`src/hdl/bos_pkg.sv`:
```
// ============================================================================
// bos_pkg
// Shared types and constants of the box overlap suppressor.
// ============================================================================
`timescale 1ns / 1ps
`default_nettype none

package bos_pkg;

    // Overlap ratio limit: unsigned Q0.16
    localparam int THR_W = 16;
    localparam int Q_SHIFT = 16;
    localparam logic [THR_W-1:0] THR_RESET = 16'd22938;

    // Outcome of one pair test
    typedef struct packed {
        logic done;
        logic hit;
        logic keep_i;
    } pair_res_t;

endpackage

`default_nettype wire

```
`src/hdl/bos_mul.sv`:
```
// ============================================================================
// bos_mul
// Shared unsigned multiplier with a registered product.
// ============================================================================
`timescale 1ns / 1ps
`default_nettype none

module bos_mul #(
    parameter int A_W = 26,
    parameter int B_W = 16
) (
    input  wire logic               clk,
    input  wire logic [A_W-1:0]     a,
    input  wire logic [B_W-1:0]     b,
    output logic      [A_W+B_W-1:0] p
);

    always_ff @(posedge clk)
    begin
        p <= (A_W + B_W)'(a) * (A_W + B_W)'(b);
    end

endmodule

`default_nettype wire

```
`src/hdl/bos_pair.sv`:
```
// ============================================================================
// bos_pair
// Overlap test of one box pair: intersection, union and exact Q0.16 ratio
// compare, with both products taken from one shared multiplier.
// ============================================================================
`timescale 1ns / 1ps
`default_nettype none

module bos_pair #(
    parameter int COORD_BITS = 12
) (
    input  wire logic                        clk,
    input  wire logic                        rst_n,
    input  wire logic                        start,
    input  wire logic [bos_pkg::THR_W-1:0]   thr,
    input  wire logic [COORD_BITS-1:0]       i_left,
    input  wire logic [COORD_BITS-1:0]       i_top,
    input  wire logic [COORD_BITS:0]         i_width,
    input  wire logic [COORD_BITS:0]         i_height,
    input  wire logic [2*COORD_BITS:0]       i_area,
    input  wire logic [COORD_BITS-1:0]       j_left,
    input  wire logic [COORD_BITS-1:0]       j_top,
    input  wire logic [COORD_BITS:0]         j_width,
    input  wire logic [COORD_BITS:0]         j_height,
    input  wire logic [2*COORD_BITS:0]       j_area,
    output bos_pkg::pair_res_t               res
);

    import bos_pkg::*;

    localparam int POS_W   = COORD_BITS;
    localparam int SIZE_W  = COORD_BITS + 1;
    localparam int AREA_W  = 2 * COORD_BITS + 1;
    localparam int INTER_W = 2 * SIZE_W;
    localparam int UNI_W   = INTER_W + 2;
    localparam int MUL_A   = INTER_W;
    localparam int MUL_B   = (SIZE_W > THR_W) ? SIZE_W : THR_W;
    localparam int P_W     = MUL_A + MUL_B;
    localparam int CMP_W   = P_W + Q_SHIFT;

    typedef enum logic [2:0] {
        P_IDLE,
        P_INTER,
        P_UNION,
        P_THR,
        P_CMP
    } pstate_t;

    pstate_t             state_reg, state_next;
    logic [SIZE_W-1:0]   iw_reg, iw_next;
    logic [SIZE_W-1:0]   ih_reg, ih_next;
    logic [AREA_W-1:0]   ai_reg, ai_next;
    logic [AREA_W-1:0]   aj_reg, aj_next;
    logic [INTER_W-1:0]  inter_reg, inter_next;
    logic [UNI_W-1:0]    uni_reg, uni_next;
    logic                uni_pos_reg, uni_pos_next;

    logic [MUL_A-1:0]    mul_a;
    logic [MUL_B-1:0]    mul_b;
    logic [P_W-1:0]      prod;
    logic [CMP_W-1:0]    lhs;
    logic [CMP_W-1:0]    rhs;

    function automatic logic [SIZE_W-1:0] span(
        input logic [POS_W-1:0]  a0,
        input logic [SIZE_W-1:0] alen,
        input logic [POS_W-1:0]  b0,
        input logic [SIZE_W-1:0] blen
    );
        logic [POS_W+1:0] hi_a;
        logic [POS_W+1:0] hi_b;
        logic [POS_W+1:0] hi;
        logic [POS_W+1:0] lo;
        logic [POS_W+1:0] diff;
        hi_a = (POS_W + 2)'(a0) + (POS_W + 2)'(alen);
        hi_b = (POS_W + 2)'(b0) + (POS_W + 2)'(blen);
        hi   = (hi_a < hi_b) ? hi_a : hi_b;
        lo   = (a0 > b0) ? (POS_W + 2)'(a0) : (POS_W + 2)'(b0);
        diff = hi - lo;
        return (hi > lo) ? diff[SIZE_W-1:0] : '0;
    endfunction

    bos_mul #(
        .A_W (MUL_A),
        .B_W (MUL_B)
    ) u_mul (
        .clk (clk),
        .a   (mul_a),
        .b   (mul_b),
        .p   (prod)
    );

    // Operand select for the shared multiplier
    always_comb
    begin
        if (state_reg == P_THR)
        begin
            mul_a = uni_reg[MUL_A-1:0];
            mul_b = MUL_B'(thr);
        end
        else
        begin
            mul_a = MUL_A'(iw_reg);
            mul_b = MUL_B'(ih_reg);
        end
    end

    assign lhs = CMP_W'({inter_reg, {Q_SHIFT{1'b0}}});
    assign rhs = CMP_W'(prod);

    always_comb
    begin
        state_next   = state_reg;
        iw_next      = iw_reg;
        ih_next      = ih_reg;
        ai_next      = ai_reg;
        aj_next      = aj_reg;
        inter_next   = inter_reg;
        uni_next     = uni_reg;
        uni_pos_next = uni_pos_reg;
        res          = '0;

        case (state_reg)
            P_IDLE:
            begin
                if (start)
                begin
                    iw_next    = span(i_left, i_width, j_left, j_width);
                    ih_next    = span(i_top, i_height, j_top, j_height);
                    ai_next    = i_area;
                    aj_next    = j_area;
                    state_next = P_INTER;
                end
            end
            P_INTER:
            begin
                state_next = P_UNION;
            end
            P_UNION:
            begin
                inter_next   = prod[INTER_W-1:0];
                uni_next     = UNI_W'(ai_reg) + UNI_W'(aj_reg) - UNI_W'(prod[INTER_W-1:0]);
                uni_pos_next = !uni_next[UNI_W-1] && (|uni_next);
                state_next   = P_THR;
            end
            P_THR:
            begin
                state_next = P_CMP;
            end
            P_CMP:
            begin
                res.done   = 1'b1;
                res.hit    = uni_pos_reg && (lhs > rhs);
                res.keep_i = ai_reg > aj_reg;
                state_next = P_IDLE;
            end
            default:
            begin
                state_next = P_IDLE;
            end
        endcase
    end

    always_ff @(posedge clk or negedge rst_n)
    begin
        if (!rst_n)
        begin
            state_reg <= P_IDLE;
        end
        else
        begin
            state_reg <= state_next;
        end
    end

    always_ff @(posedge clk)
    begin
        iw_reg      <= iw_next;
        ih_reg      <= ih_next;
        ai_reg      <= ai_next;
        aj_reg      <= aj_next;
        inter_reg   <= inter_next;
        uni_reg     <= uni_next;
        uni_pos_reg <= uni_pos_next;
    end

endmodule

`default_nettype wire

```
`config.mk`:
```
export PLATFORM = sky130hd
export DESIGN_NAME = bos_pair
export DESIGN_NICKNAME = d
export VERILOG_FILES = /design/src/hdl/bos_pkg.sv /design/src/hdl/bos_mul.sv /design/src/hdl/bos_pair.sv
export SDC_FILE = /design/constraint.sdc
export NUM_CORES = 2
export LEC_CHECK = 0
export BUFFER_PORTS_ARGS = -buffer_cell sky130_fd_sc_hd__buf_4
export CAP_MARGIN = 10
export CORE_MARGIN = 4
export CORE_UTILIZATION = 45
export DETAILED_ROUTE_END_ITERATION = 7
export PLACE_DENSITY = 0.65
export SYNTH_ARGS = -nofsm -noshare
export SYNTH_HDL_FRONTEND = slang
export SYNTH_SLANG_ARGS = --single-unit
```
`constraint.sdc`:
```
create_clock -name clk -period 16.99 [get_ports clk]
set_input_delay 0.8495 -clock clk [delete_from_list [all_inputs] [get_ports clk]]
set_output_delay 0.8495 -clock clk [all_outputs]
set_load 0.03 [all_outputs]
```
==> run summary <==
The share of flip-flops with an asynchronous set or reset works out to 1.724%. The die covers 63810 sq um. Dividing the final minimum period by the clock period gives 51.72%. Setup repair after global routing left no endpoint under its margin. Global routing finished with a remaining overflow of 0. The worst setup path is launched from a register.

The number of antenna violations at the first check in global routing was 1; the mean instance size in the synthesized netlist was 9.212 sq um. Following the worst setup path forward leads to its endpoint at u_mul.p[40]. The number of CTS-inserted buffers is 17. The run gives 81 as the post-synthesis cell type count. The maximum clock skew at final layout is 0.01158 ns, and the register bit count reported by yosys is 174. For the all-layer global routing usage, the log shows 23.50%. The synthesized design contains 129 enable-type register cells.

The commonest register cell after synthesis is sky130_fd_sc_hd__edfxtp_1. The routed via count divided by cell count works out to 5.486. The clock transition at the registers of the reported paths is 0.07 ns. The mux share of post-synthesis cell area is 2.946%.

The worst register-to-register path has a depth of 25. The total clock sinks is 174. The post-CTS setup repair buffer count is 0, and the routed wire length is 74050 microns. The startpoint of the most critical register-to-register path was state_reg[0]. The number of buffer cells added on primary ports was 171; the yosys synthesis warning count was 0. The count of mapped cells out of synthesis came out at 2923.

The first element of the critical path was state_reg[0]. Starting utilization of the core area: 45.54%. For the area inside the core boundary, the log shows 59130 sq um. The tools report the row count as 89.

In this run, the number of DRC markers left after iteration 0 of detailed routing was 1435. The worst hold path belongs to the class primary input to asynchronous set/reset pin. The die extent in x is 252.6 microns, and the area share of fa/ha/maj cells after synthesis is 41.73%. The tool flagged a number of max-cap violations equal to 0. The later pin in the worst-skew pair is clocked with a latency of 0.47 ns. Counting along the longest clock path gives a buffer depth of 2.

At the end of routability-driven placement, the weighted congestion stood at 0.9268. Setup violations remaining at the end of the flow were counted as 0. Measured along the y axis, the die boundary spans 252.6 microns.

The final number of max-transition violations came out at 0. In the layout the commonest cells are 582 x sky130_fd_sc_hd__inv_1, 365 x sky130_fd_sc_hd__fa_1, 314 x sky130_fd_sc_hd__ha_1, 308 x sky130_fd_sc_hd__nand2_1, 183 x sky130_fd_sc_hd__buf_4. The tools report the final count of hold timing violations as 0. The setup TNS came out at 0 ns. For the worst setup path, the data arrival time is 9.18 ns.

The run finished with clean final reports. The H-tree was split into 4 levels. The tree is rooted in a sky130_fd_sc_hd__clkbuf_16.

Critical setup path kind: register to register. After synthesis the cells add up to 26930 sq um. At the pin with the least slew margin, the transition time is 1.003 ns.

The run gives 0 as the remaining antenna violation count. The placed instances occupy a cell area of 29000 sq um. The number of primary I/O pins came out at 172. The first global-routing pass estimated 118900 microns of wire. Number of gates given a new drive strength after cts: 0. The required time of the critical path is 17.38 ns, and the vias after detailed routing is 21060. TritonCTS built the clock tree. The combinational family with the most area after synthesis is adder cells. The logs give 29630 sq um for the post-route cell area and 3771 for the post-synthesis net count.

Summing the areas of all xor and xnor instances in the mapped netlist gives 3.545% of the synthesized area. The worst setup path is captured at a register. Most common cell after layout, fill and taps aside: sky130_fd_sc_hd__inv_1.

The number of global-route vias before repair was 22010. For this run, the post-layout net count is 3900. The endpoint of the lowest-slack register-to-register path is u_mul.p[40]. Entering global routing, the biggest net connects 128 pins.

The register with the most flip-flops in the layout has 42 of them. The logs give 0 for the DRC violation count after routing and 0 for the hold buffer count at cts. Timing analysis after detailed placement gives a worst setup slack of 8.363 ns. Of the cells placed in the final design, the portion with a size suffix greater than 1 is 8.809%. For the finished layout, the period the worst path requires is 8.787 ns. For flop-to-flop paths, the worst setup slack is 8.20 ns. The count of TritonRoute iterations in the first routing pass is 6, and the fraction of the mapped netlist area in simple logic gates is 14.08%.

0 antenna diodes ended up in the layout. Along the worst path, the maximum fanout reaches 127. The tools report the half-perimeter wire length after placement as 63170 microns. Across all setup checks in the final design, the least slack found is 8.203 ns.

The share of the Yosys chip area taken by registers is 17.79%. For the relative slew slack, the log shows 31.23%. The run gives 113.8 MHz as the fmax. In the final routed layout, each cell accounts on average for 19.29 microns. The synthesized netlist devotes 10.75% of its cell area to compound gates. The area growth from synthesis to layout works out to 10.04%.
## logic make-up (layout without fill, tap and decap cells)
group	after synthesis	after routing
DFF	174	174
and+or+nand+nor	795	795
xor gates and xnor gates	109	109
AOI/OAI and AO/OA	434	434
buffers and inverters	656	798
muxes	76	76
adders and majority gates	679	679
## worst min-delay path by stage
stage                           start  slack (ns)            end  cells after the start
after floorplan           u_mul.p[25]        0.41  inter_reg[25]                      0
after global placement    u_mul.p[25]        0.42  inter_reg[25]                      0
after detailed placement  u_mul.p[25]        0.45  inter_reg[25]                      0
after CTS                       rst_n        0.15   state_reg[0]                      1
after global routing            rst_n        0.16   state_reg[0]                      1
final                           rst_n        0.19   state_reg[0]                      1
## worst max-delay path, cell delays in order, from the launching register on
cell	delay (ns)
sky130_fd_sc_hd__dfrtp_1	0.47
sky130_fd_sc_hd__nand2_1	0.13
sky130_fd_sc_hd__nor2_4	0.10
sky130_fd_sc_hd__buf_4	0.50
sky130_fd_sc_hd__buf_4	0.88
sky130_fd_sc_hd__and2_1	0.44
sky130_fd_sc_hd__nand2_1	0.13
sky130_fd_sc_hd__fa_1	0.56
sky130_fd_sc_hd__fa_1	0.56
sky130_fd_sc_hd__inv_1	0.06
sky130_fd_sc_hd__fa_1	0.52
sky130_fd_sc_hd__fa_1	0.54
sky130_fd_sc_hd__fa_1	0.54
sky130_fd_sc_hd__inv_1	0.05
sky130_fd_sc_hd__fa_1	0.52
sky130_fd_sc_hd__inv_1	0.04
sky130_fd_sc_hd__ha_1	0.33
sky130_fd_sc_hd__nand2_1	0.10
sky130_fd_sc_hd__or4_1	0.58
sky130_fd_sc_hd__nand3b_1	0.22
sky130_fd_sc_hd__a21oi_1	0.31
sky130_fd_sc_hd__a2111oi_0	0.22
sky130_fd_sc_hd__nor4_1	0.38
sky130_fd_sc_hd__o21a_1	0.19
sky130_fd_sc_hd__o41a_1	0.14
sky130_fd_sc_hd__xor2_1	0.13
## cell type report
class,count,area (sq um)
clock inverter,15,196.4
inverter,582,2185
sequential,174,4790
fill,5524,29500
clock buffer,17,425.4
multi-input combinational,2093,19690
timing repair buffer,184,1379
tap,773,967.2
## metal layers
metal | global-route usage, % | up-vias | part of all wire [%]
met5 | 0 | - | 0.016
met4 | 6.418 | 2 | 2.7
met3 | 2.933 | 95 | 6.0
met2 | 39.58 | 662 | 48
met1 | 32.22 | 10460 | 43
li1 | - | 9837 | -
## cells in the mapped netlist (all sizes together) (4+ instances only)
master | number | share of area [%]
a2111oi | 9 | 0.36
o21a | 19 | 0.53
edfxtp | 129 | 14
nand4 | 30 | 0.70
inv | 582 | 8.1
buf | 4 | 0.074
clkbuf | 70 | 0.98
and2 | 36 | 0.84
o21ai | 74 | 1.4
and3 | 111 | 2.6
nor2b | 24 | 0.56
dfxtp | 42 | 3.1
xnor2 | 70 | 2.3
o21bai | 20 | 0.56
xor2 | 39 | 1.3
nand2b | 15 | 0.35
nand2 | 308 | 4.3
or3 | 11 | 0.26
o211ai | 9 | 0.27
mux2 | 26 | 1.1
a31oi | 9 | 0.21
nor2 | 150 | 2.1
a21o | 91 | 2.5
nor3b | 4 | 0.11
o31ai | 12 | 0.39
nor3 | 29 | 0.54
a221oi | 4 | 0.15
fa | 365 | 27
a21oi | 126 | 2.3
nand3b | 4 | 0.11
a41oi | 4 | 0.13
or2 | 11 | 0.26
nor4 | 10 | 0.26
ha | 314 | 15
mux2i | 50 | 1.9
nand3 | 40 | 0.74
a21boi | 6 | 0.17
a211oi | 18 | 0.52
## per-stage QoR
step                      util [%]  instances  hold WS (ns)
after floorplan                  -       2923        0.4082
after global placement       49.05       3805        0.4197
after detailed placement     49.05       3805        0.4499
after CTS                    50.10       3837        0.1514
after global routing         50.11       3838        0.1577
final                        50.11       3838        0.1854
Power is left out: the tool's default activity adds up to more than one toggle a clock period on the data nets, which glitch-free logic cannot reach.
